File: config.mk
export PLATFORM = sky130hd
export DESIGN_NAME = quaternion_gyro_integrator_top
export DESIGN_NICKNAME = d
export VERILOG_FILES = /design/src/qgi_pkg.sv /design/src/quaternion_gyro_integrator_top.sv /design/src/qgi_alu.sv
export SDC_FILE = /design/constraint.sdc
export NUM_CORES = 2
export LEC_CHECK = 0
export ABC_AREA = 1
export BUFFER_PORTS_ARGS = -buffer_cell sky130_fd_sc_hd__buf_2
export CORE_MARGIN = 3
export CORE_UTILIZATION = 52
export CTS_BUF_LIST = sky130_fd_sc_hd__clkbuf_8
export DETAILED_ROUTE_END_ITERATION = 7
export GPL_TIMING_DRIVEN = 0
export PLACE_DENSITY = 0.68
export SYNTH_ARGS = -nofsm -noshare
export SYNTH_HDL_FRONTEND = slang
export SYNTH_SLANG_ARGS = --single-unit
File: constraint.sdc
create_clock -name clock -period 9.55 [get_ports clock]
set_clock_uncertainty 0.05 [all_clocks]
set_input_delay 0.4775 -clock clock [delete_from_list [all_inputs] [get_ports clock]]
set_output_delay 0.4775 -clock clock [all_outputs]
set_load 0.02 [all_outputs]
File: src/qgi_pkg.sv
package qgi_pkg;

   // shared unit operand and result widths
   localparam int MUL_A_W = 34;
   localparam int MUL_B_W = 18;
   localparam int PROD_W  = MUL_A_W + MUL_B_W;
   localparam int SUB_W   = 34;

   // configuration register indexes
   localparam int CSR_IDX_W = 8;
   localparam logic [CSR_IDX_W-1:0] CSR_HALF_DT = 8'd0;
   localparam logic [CSR_IDX_W-1:0] CSR_BIAS_X  = 8'd1;
   localparam logic [CSR_IDX_W-1:0] CSR_BIAS_Y  = 8'd2;
   localparam logic [CSR_IDX_W-1:0] CSR_BIAS_Z  = 8'd3;

   // rate and quaternion component selects
   localparam logic [1:0] AXIS_X = 2'd0;
   localparam logic [1:0] AXIS_Y = 2'd1;
   localparam logic [1:0] AXIS_Z = 2'd2;
   localparam logic [1:0] COMP_W = 2'd0;
   localparam logic [1:0] COMP_X = 2'd1;
   localparam logic [1:0] COMP_Y = 2'd2;
   localparam logic [1:0] COMP_Z = 2'd3;

   typedef struct packed {
      logic signed [MUL_A_W-1:0] mul_a;
      logic signed [MUL_B_W-1:0] mul_b;
      logic [SUB_W-1:0]          sub_a;
      logic [SUB_W-1:0]          sub_b;
   } alu_req_type;

   typedef struct packed {
      logic signed [PROD_W-1:0] prod;
      logic [SUB_W-1:0]         diff;
      logic                     borrow;
   } alu_rsp_type;

   // one product term of the quaternion rate: rate axis, quaternion component, sign
   typedef struct packed {
      logic [1:0] w_sel;
      logic [1:0] q_sel;
      logic       neg;
   } term_type;

   // terms of Omega(w)*q, three per output component
   function automatic term_type term_lookup(input logic [1:0] comp, input logic [1:0] idx);
      term_type t;
      t = '{w_sel: AXIS_X, q_sel: COMP_W, neg: 1'b0};
      unique case ({comp, idx})
         {COMP_W, 2'd0}: t = '{w_sel: AXIS_X, q_sel: COMP_X, neg: 1'b1};
         {COMP_W, 2'd1}: t = '{w_sel: AXIS_Y, q_sel: COMP_Y, neg: 1'b1};
         {COMP_W, 2'd2}: t = '{w_sel: AXIS_Z, q_sel: COMP_Z, neg: 1'b1};
         {COMP_X, 2'd0}: t = '{w_sel: AXIS_X, q_sel: COMP_W, neg: 1'b0};
         {COMP_X, 2'd1}: t = '{w_sel: AXIS_Z, q_sel: COMP_Y, neg: 1'b0};
         {COMP_X, 2'd2}: t = '{w_sel: AXIS_Y, q_sel: COMP_Z, neg: 1'b1};
         {COMP_Y, 2'd0}: t = '{w_sel: AXIS_Y, q_sel: COMP_W, neg: 1'b0};
         {COMP_Y, 2'd1}: t = '{w_sel: AXIS_Z, q_sel: COMP_X, neg: 1'b1};
         {COMP_Y, 2'd2}: t = '{w_sel: AXIS_X, q_sel: COMP_Z, neg: 1'b0};
         {COMP_Z, 2'd0}: t = '{w_sel: AXIS_Z, q_sel: COMP_W, neg: 1'b0};
         {COMP_Z, 2'd1}: t = '{w_sel: AXIS_Y, q_sel: COMP_X, neg: 1'b0};
         {COMP_Z, 2'd2}: t = '{w_sel: AXIS_X, q_sel: COMP_Y, neg: 1'b1};
         default:        t = '{w_sel: AXIS_X, q_sel: COMP_W, neg: 1'b0};
      endcase
      return t;
   endfunction

   // clamp to the signed 16-bit range
   function automatic logic signed [15:0] sat16(input logic signed [31:0] v);
      logic signed [15:0] r;
      if (v > 32'sd32767) begin
         r = 16'sh7FFF;
      end else if (v < -32'sd32768) begin
         r = 16'sh8000;
      end else begin
         r = v[15:0];
      end
      return r;
   endfunction

endpackage

File: src/quaternion_gyro_integrator_top.sv
// A request runs the first-order step, the sum of squares, the square root and its
// rounding, then a divide per component and the hand-off; when the sum of squares is
// zero, the square root and the divides are skipped. The multiplier and subtractor are
// shared by all steps; one request at a time, a new one is taken only when idle.
// Reset restores half_dt = 164, zero biases and the identity attitude.
module quaternion_gyro_integrator_top
   import qgi_pkg::*;
#(
   parameter int QUAT_FRAC_BITS = 14
) (
   input  logic                 clock,
   input  logic                 reset,

   input  logic                 csr_valid,
   output logic                 csr_ready,
   input  logic [CSR_IDX_W-1:0] csr_index,
   input  logic [15:0]          csr_data,

   input  logic                 req_valid,
   output logic                 req_ready,
   input  logic signed [15:0]   req_gyro_x,
   input  logic signed [15:0]   req_gyro_y,
   input  logic signed [15:0]   req_gyro_z,

   output logic                 rsp_valid,
   input  logic                 rsp_ready,
   output logic signed [15:0]   rsp_quat_w,
   output logic signed [15:0]   rsp_quat_x,
   output logic signed [15:0]   rsp_quat_y,
   output logic signed [15:0]   rsp_quat_z
);

   localparam int QB    = QUAT_FRAC_BITS + 1;
   localparam int DIV_W = QUAT_FRAC_BITS + 17;
   localparam int CNT_W = $clog2(QB + 1);
   localparam logic [15:0] UNIT =
      (QUAT_FRAC_BITS >= 15) ? 16'h7FFF : 16'(1 << QUAT_FRAC_BITS);
   localparam logic signed [PROD_W-1:0] RND_HALF = PROD_W'(64'sd134217728);

   typedef enum logic [3:0] {
      ST_IDLE, ST_PROD, ST_SCALE, ST_UPD, ST_SQ, ST_SQRT, ST_ROUND,
      ST_DIVLD, ST_DIV, ST_DIVST, ST_OUT
   } state_type;

   state_type state_ff, state_in;

   logic [15:0]        half_dt_ff, half_dt_in;
   logic signed [15:0] bias_x_ff, bias_x_in;
   logic signed [15:0] bias_y_ff, bias_y_in;
   logic signed [15:0] bias_z_ff, bias_z_in;
   logic signed [15:0] w_ff [3];
   logic signed [15:0] w_in [3];
   logic signed [15:0] q_ff [4];
   logic signed [15:0] q_in [4];
   logic signed [15:0] nq_ff [4];
   logic signed [15:0] nq_in [4];
   logic               rsp_valid_ff, rsp_valid_in;
   logic [1:0]         ci_ff, ci_in;
   logic [CNT_W-1:0]   cnt_ff, cnt_in;
   logic               neg_ff, neg_in;
   logic signed [33:0] acc_ff, acc_in;
   logic [32:0]        ss_ff, ss_in;
   logic [SUB_W-1:0]   rem_ff, rem_in;
   logic [SUB_W-1:0]   res_ff, res_in;
   logic [32:0]        bit_ff, bit_in;
   logic [16:0]        n_ff, n_in;
   logic [QB-1:0]      sh_ff, sh_in;
   logic [QB-1:0]      qt_ff, qt_in;

   alu_req_type alu_req;
   alu_rsp_type alu_rsp;

   term_type           term;
   logic signed [15:0] w_sel_val;
   logic signed [PROD_W-1:0] rnd;
   logic signed [23:0] dq;
   logic signed [15:0] upd_val;
   logic signed [15:0] nq_cur;
   logic [15:0]        mag;
   logic [DIV_W-1:0]   dividend;
   logic [31:0]        qt_ext;
   logic signed [15:0] div_val;
   logic [32:0]        ss_sum;
   logic               req_fire;

   qgi_alu u_alu (
      .clock (clock),
      .req   (alu_req),
      .rsp   (alu_rsp)
   );

   assign req_fire  = req_valid && req_ready;
   assign req_ready = (state_ff == ST_IDLE);
   assign csr_ready = 1'b1;

   assign rsp_valid  = rsp_valid_ff;
   assign rsp_quat_w = q_ff[COMP_W];
   assign rsp_quat_x = q_ff[COMP_X];
   assign rsp_quat_y = q_ff[COMP_Y];
   assign rsp_quat_z = q_ff[COMP_Z];

   // product term for the current component and step
   assign term = term_lookup(ci_ff, cnt_ff[1:0]);

   always_comb begin
      case (term.w_sel)
         AXIS_X:  w_sel_val = w_ff[0];
         AXIS_Y:  w_sel_val = w_ff[1];
         default: w_sel_val = w_ff[2];
      endcase
   end

   // round the scaled increment half up and add it to the old component
   assign rnd     = alu_rsp.prod + RND_HALF;
   assign dq      = rnd[PROD_W-1:28];
   assign upd_val = sat16(32'(q_ff[ci_ff]) + 32'(dq));

   // dividend for normalising: |nq| * 2^F plus half the norm
   assign nq_cur   = nq_ff[ci_ff];
   assign mag      = nq_cur[15] ? 16'(16'd0 - nq_cur) : nq_cur;
   assign dividend = (DIV_W'(mag) << QUAT_FRAC_BITS) + DIV_W'(n_ff >> 1);

   // saturate the signed quotient
   assign qt_ext = 32'(qt_ff);
   always_comb begin
      if (!nq_cur[15]) begin
         div_val = (qt_ext > 32'd32767) ? 16'sh7FFF : $signed(qt_ext[15:0]);
      end else begin
         div_val = (qt_ext > 32'd32768) ? 16'sh8000 : $signed(16'(16'd0 - qt_ext[15:0]));
      end
   end

   assign ss_sum = ss_ff + alu_rsp.prod[32:0];

   always_comb begin
      state_in     = state_ff;
      half_dt_in   = half_dt_ff;
      bias_x_in    = bias_x_ff;
      bias_y_in    = bias_y_ff;
      bias_z_in    = bias_z_ff;
      w_in         = w_ff;
      q_in         = q_ff;
      nq_in        = nq_ff;
      rsp_valid_in = rsp_valid_ff;
      ci_in        = ci_ff;
      cnt_in       = cnt_ff;
      neg_in       = neg_ff;
      acc_in       = acc_ff;
      ss_in        = ss_ff;
      rem_in       = rem_ff;
      res_in       = res_ff;
      bit_in       = bit_ff;
      n_in         = n_ff;
      sh_in        = sh_ff;
      qt_in        = qt_ff;
      alu_req      = '0;

      // drop the result once taken
      if (rsp_valid_ff && rsp_ready) begin
         rsp_valid_in = 1'b0;
      end

      // configuration writes
      if (csr_valid) begin
         unique case (csr_index)
            CSR_HALF_DT: half_dt_in = csr_data;
            CSR_BIAS_X:  bias_x_in  = $signed(csr_data);
            CSR_BIAS_Y:  bias_y_in  = $signed(csr_data);
            CSR_BIAS_Z:  bias_z_in  = $signed(csr_data);
            default: ;
         endcase
      end

      unique case (state_ff)
         ST_IDLE: begin
            if (req_fire) begin
               w_in[0]  = sat16(32'(req_gyro_x) - 32'(bias_x_ff));
               w_in[1]  = sat16(32'(req_gyro_y) - 32'(bias_y_ff));
               w_in[2]  = sat16(32'(req_gyro_z) - 32'(bias_z_ff));
               ci_in    = COMP_W;
               cnt_in   = '0;
               state_in = ST_PROD;
            end
         end

         // three rate products per component, each accumulated in the cycle after it is issued
         ST_PROD: begin
            alu_req.mul_a = MUL_A_W'(w_sel_val);
            alu_req.mul_b = MUL_B_W'(q_ff[term.q_sel]);
            neg_in        = term.neg;
            if (cnt_ff == '0) begin
               acc_in = '0;
            end else if (neg_ff) begin
               acc_in = acc_ff - $signed(alu_rsp.prod[33:0]);
            end else begin
               acc_in = acc_ff + $signed(alu_rsp.prod[33:0]);
            end
            if (cnt_ff == CNT_W'(3)) begin
               state_in = ST_SCALE;
            end else begin
               cnt_in = cnt_ff + 1'b1;
            end
         end

         // scale the sum by half_dt
         ST_SCALE: begin
            alu_req.mul_a = acc_ff;
            alu_req.mul_b = $signed({2'b00, half_dt_ff});
            state_in      = ST_UPD;
         end

         ST_UPD: begin
            nq_in[ci_ff] = upd_val;
            cnt_in       = '0;
            if (ci_ff == COMP_Z) begin
               state_in = ST_SQ;
            end else begin
               ci_in    = ci_ff + 1'b1;
               state_in = ST_PROD;
            end
         end

         // sum of squares, each product accumulated in the cycle after it is issued
         ST_SQ: begin
            alu_req.mul_a = MUL_A_W'(nq_ff[cnt_ff[1:0]]);
            alu_req.mul_b = MUL_B_W'(nq_ff[cnt_ff[1:0]]);
            if (cnt_ff == '0) begin
               ss_in = '0;
            end else begin
               ss_in = ss_sum;
            end
            if (cnt_ff == CNT_W'(4)) begin
               if (ss_sum == '0) begin
                  state_in = ST_OUT;
               end else begin
                  rem_in   = SUB_W'(ss_sum);
                  res_in   = '0;
                  bit_in   = 33'h1_0000_0000;
                  state_in = ST_SQRT;
               end
            end else begin
               cnt_in = cnt_ff + 1'b1;
            end
         end

         // one result bit per cycle
         ST_SQRT: begin
            alu_req.sub_a = rem_ff;
            alu_req.sub_b = res_ff + SUB_W'(bit_ff);
            if (!alu_rsp.borrow) begin
               rem_in = alu_rsp.diff;
               res_in = (res_ff >> 1) + SUB_W'(bit_ff);
            end else begin
               res_in = res_ff >> 1;
            end
            bit_in = bit_ff >> 2;
            if (bit_ff[0]) begin
               state_in = ST_ROUND;
            end
         end

         // round the root up when the remainder exceeds it
         ST_ROUND: begin
            alu_req.sub_a = res_ff;
            alu_req.sub_b = rem_ff;
            n_in          = res_ff[16:0] + 17'(alu_rsp.borrow);
            ci_in         = COMP_W;
            state_in      = ST_DIVLD;
         end

         ST_DIVLD: begin
            rem_in   = SUB_W'(dividend[DIV_W-1:QB]);
            sh_in    = dividend[QB-1:0];
            qt_in    = '0;
            cnt_in   = '0;
            state_in = ST_DIV;
         end

         // restoring divide, one quotient bit per cycle
         ST_DIV: begin
            alu_req.sub_a = {16'd0, rem_ff[16:0], sh_ff[QB-1]};
            alu_req.sub_b = SUB_W'(n_ff);
            if (!alu_rsp.borrow) begin
               rem_in = SUB_W'(alu_rsp.diff[16:0]);
            end else begin
               rem_in = SUB_W'({rem_ff[15:0], sh_ff[QB-1]});
            end
            sh_in = sh_ff << 1;
            qt_in = {qt_ff[QB-2:0], ~alu_rsp.borrow};
            if (cnt_ff == CNT_W'(QB - 1)) begin
               state_in = ST_DIVST;
            end else begin
               cnt_in = cnt_ff + 1'b1;
            end
         end

         ST_DIVST: begin
            nq_in[ci_ff] = div_val;
            if (ci_ff == COMP_Z) begin
               state_in = ST_OUT;
            end else begin
               ci_in    = ci_ff + 1'b1;
               state_in = ST_DIVLD;
            end
         end

         // hold until the previous result has gone, then advance the attitude
         ST_OUT: begin
            if (!rsp_valid_ff || rsp_ready) begin
               q_in         = nq_ff;
               rsp_valid_in = 1'b1;
               state_in     = ST_IDLE;
            end
         end

         default: state_in = ST_IDLE;
      endcase
   end

   always_ff @(posedge clock) begin
      if (reset) begin
         state_ff     <= ST_IDLE;
         half_dt_ff   <= 16'd164;
         bias_x_ff    <= '0;
         bias_y_ff    <= '0;
         bias_z_ff    <= '0;
         q_ff[COMP_W] <= $signed(UNIT);
         q_ff[COMP_X] <= '0;
         q_ff[COMP_Y] <= '0;
         q_ff[COMP_Z] <= '0;
         rsp_valid_ff <= 1'b0;
         ci_ff        <= '0;
         cnt_ff       <= '0;
      end else begin
         state_ff     <= state_in;
         half_dt_ff   <= half_dt_in;
         bias_x_ff    <= bias_x_in;
         bias_y_ff    <= bias_y_in;
         bias_z_ff    <= bias_z_in;
         q_ff         <= q_in;
         rsp_valid_ff <= rsp_valid_in;
         ci_ff        <= ci_in;
         cnt_ff       <= cnt_in;
      end
      w_ff   <= w_in;
      nq_ff  <= nq_in;
      neg_ff <= neg_in;
      acc_ff <= acc_in;
      ss_ff  <= ss_in;
      rem_ff <= rem_in;
      res_ff <= res_in;
      bit_ff <= bit_in;
      n_ff   <= n_in;
      sh_ff  <= sh_in;
      qt_ff  <= qt_in;
   end

endmodule

File: src/qgi_alu.sv
module qgi_alu
   import qgi_pkg::*;
(
   input  logic        clock,
   input  alu_req_type req,
   output alu_rsp_type rsp
);

   logic signed [PROD_W-1:0] prod_ff;
   logic [SUB_W:0]           diff_full;

   // registered multiply
   always_ff @(posedge clock) begin
      prod_ff <= req.mul_a * req.mul_b;
   end

   // subtract and compare, borrow marks a < b
   assign diff_full = {1'b0, req.sub_a} - {1'b0, req.sub_b};

   assign rsp.prod   = prod_ff;
   assign rsp.diff   = diff_full[SUB_W-1:0];
   assign rsp.borrow = diff_full[SUB_W];

endmodule
==> impl_metrics.csv <==
group,metric,value,unit
placement,place_ws,-1369,ps
sta,setup_viol,0,
critical_path,crit_path_max_fanout,13,
clock_network,cts-root-buf,"clkbuf_8",
drt,antenna_left,0,
critical_path,arrival,9920,ps
yosys,ys_warn_count,0,
yosys,synth_cell_type_count,70,
yosys,synth_area,59280,sq um
critical_path,cp.required,10180,ps
placement,hpwlAfterDp,180200,microns
clock_network,cts.sinks,503,
clock_network,numCtsBuffers,87,
critical_path,crit_slowest_cell,"fa_1",
yosys,async_flop_share,0,%
layout,syn2layout_area_growth,8.938,%
global_routing,grt_start_max_net_pins,30,
critical_path,end_kind,"register",
sta,worst_pin_slew,1288,ps
sta,maxClockFrequency,0.1076,GHz
drt,wl_per_cell,21.92,microns
yosys,synth_fp_nets,9077,
flow_run,maxCapViolations,0,
floorplanning,io_pins,144,
clock_network,cts.clk_slew.worst_paths,60,ps
layout,nets,9349,
layout,drive_gt1_share,7.288,%
yosys,synth_edf_count,312,
floorplanning,die_w,343.6,microns
global_routing,gr-total-overflow,0,
floorplanning,core_area,112800,sq um
critical_path,crit_type,"register to register",
floorplanning,initial_core_util,52.55,%
sta,hold_viol,0,
sta,drv_slew,0,
power,power_density,212.3,nW/um^2
drt,wl,217000,microns
sta,max_slew_margin,13.82,%
clock_network,cts_buffer_depth,3,
yosys,yosysSeqAreaShare,22.25,%
yosys,syn_inst,8054,
floorplanning,die_h,343.6,microns
yosys,synth_top_flop_cell,"edfxtp_1",
sta,period_share,97.31,%
sta,layout_setup_ws,256.6,ps
power,p_leak,32.99,nW
clock_network,cts_max_level,3,
layout,fin_cells,9898,
clock_network,clock_latency,760,ps
drt,vias_per_cell,5.614,
min_path,min_path_type,"input port to register",
critical_path,crit_path_max_incr_delay,560,ps
drt,via_count,55571,
sta,min_period,9293,ps
placement,gp_congestion,1.059,
global_routing,grt_pass1_vias,53462,
drt,drc,0,
global_routing,antenna_found_initial,6,
global_routing,grtUsageTotal,36.49,%
floorplanning,num_rows,123,
floorplanning,dieArea,118100,sq um
drt,drt_iter0_drc,5684,
drt,dr.pass1.iters,7,
global_routing,grt_pass1_wl,324500,microns
power,p_total,13.71,mW
critical_path,start_kind,"register",
critical_path,crit_top_cell,"fa_1",
placement,io_buffer_count,142,
power,ir_drop,145.4,uV
yosys,ys_ff_latch,503,
placement,place_inst,9706,
yosys,syn_area_per_cell,7.360,sq um
sta,setup-tns-final,0,ps
clock_network,cts_tree,"built",
run_status,status,"finished clean",
layout make-up:
type | count | area [sq um]
Fill cell | 10920 | 48230
Multi-Input combinational cell | 5577 | 38830
Sequential cell | 503 | 13190
Inverter | 1710 | 6431
Tap cell | 1500 | 1877
Buffer | 261 | 1316
Clock buffer | 95 | 1308
Timing Repair Buffer | 186 | 1191
Clock inverter | 65 | 425.4
Antenna cell | 1 | 2.502
state kept, by name, summed over array words and instances (netlist names), 2 cells and up:
signal	cells
rsp_quat_y	16
n_ff	17
ss_ff	33
bias_x_ff	16
rsp_quat_w	16
acc_ff	34
rem_ff	34
half_dt_ff	16
state_ff	4
res_ff	34
bias_z_ff	16
u_alu.prod_ff	52
rsp_quat_z	16
rsp_quat_x	16
cnt_ff	4
bias_y_ff	16
w_ff	48
qt_ff	15
ci_ff	2
bit_ff	17
sh_ff	15
nq_ff	64
layer usage:
metal / up-vias / part of all wire [%] / track usage (%)
li1: 25800 / - / -
met1: 26709 / 42 / 50.42
met2: 2619 / 44 / 55.95
met3: 439 / 10 / 7.527
met4: 4 / 4.7 / 14.69
met5: - / 0.10 / 1.225
synthesized netlist by cell type (33+ instances only):
cell,instances,share of area [%]
fa_1,593,20
ha_1,353,7.5
nand3_1,254,2.1
nor2_1,669,4.2
edfxtp_1,312,16
o22ai_1,48,0.51
xor2_1,150,2.2
nand2_1,1867,12
inv_1,1683,11
o211ai_1,33,0.42
nand4_1,64,0.68
a21oi_1,502,4.2
xnor2_1,98,1.4
dfxtp_1,191,6.5
nor3_1,89,0.75
clkbuf_1,123,0.78
a31oi_1,44,0.46
o21ai_0,496,4.2
buf_2,98,0.83
layout by cell type (no fill, tap or decap), types with 95 or more instances in the layout:
cell,count
edfxtp_1,312
dfxtp_1,190
o21ai_0,491
nor2_1,659
xor2_1,150
xnor2_1,98
buf_2,222
nand2_1,1863
clkbuf_1,110
ha_1,352
fa_1,591
inv_1,1707
clkbuf_8,95
a21oi_1,499
nand3_1,227
worst paths after layout:
check	start	to	slack (ps)	cells past startpoint
setup / recovery	cnt_ff[0]$_SDFFE_PP0P_	u_alu.prod_ff[48]$_DFF_P_	260	36
hold / removal	csr_data[3]	half_dt_ff[3]$_SDFFE_PP0P_	70	3
setup reg to reg	cnt_ff[0]$_SDFFE_PP0P_	u_alu.prod_ff[48]$_DFF_P_	260	36
hold reg to reg	bias_y_ff[5]$_SDFFE_PP0P_	bias_y_ff[5]$_SDFFE_PP0P_	410	2
stage by stage:
stage	utilization, %	hold WS, ps	area, sq um
2_1_floorplan	-	383.1	59280
3_3_place_gp	54.84	392.2	61870
3_5_place_dp	55.05	400.8	62100
4_1_cts	56.84	4.748	64120
5_1_grt	57.25	42.87	64580
6_report	57.25	69.96	64580
timing repair:
action / CTS / global route
endpoints found under the hold margin: 7 / 0
pin swaps: 2 / 12
setup endpoints to repair: 37 / 26
resized for setup: 42 / 78
gates cloned: 0 / 0
setup buffers: 3 / 24
hold buffers: 7 / 0
where the power goes:
group	switching (mW)	internal, mW
sequential	0.187	2.63
combinational	6.25	2.57
clock	1.05	1.01
total	7.49	6.22
logic make-up after synthesis:
group,synth area share (%)
adders and majority gates,27.48
other,0.006326
AOI/OAI and AO/OA,12.54
DFF,22.25
and+or+nand+nor,21.06
buffers and inverters,12.97
xor gates and xnor gates,3.692
worst max-delay path: cells and delay by family (launching register included):
kind                     cells  cell delay [ps]
adder cells (fa/ha/maj)      8             3790
AND/OR/NAND/NOR             14             2610
buffers and inverters       10             1510
AO/OA/AOI/OAI                3              580
flip-flops                   1              470
XOR/XNOR                     1              170
No activity file was read; power rests on OpenSTA's default activity.
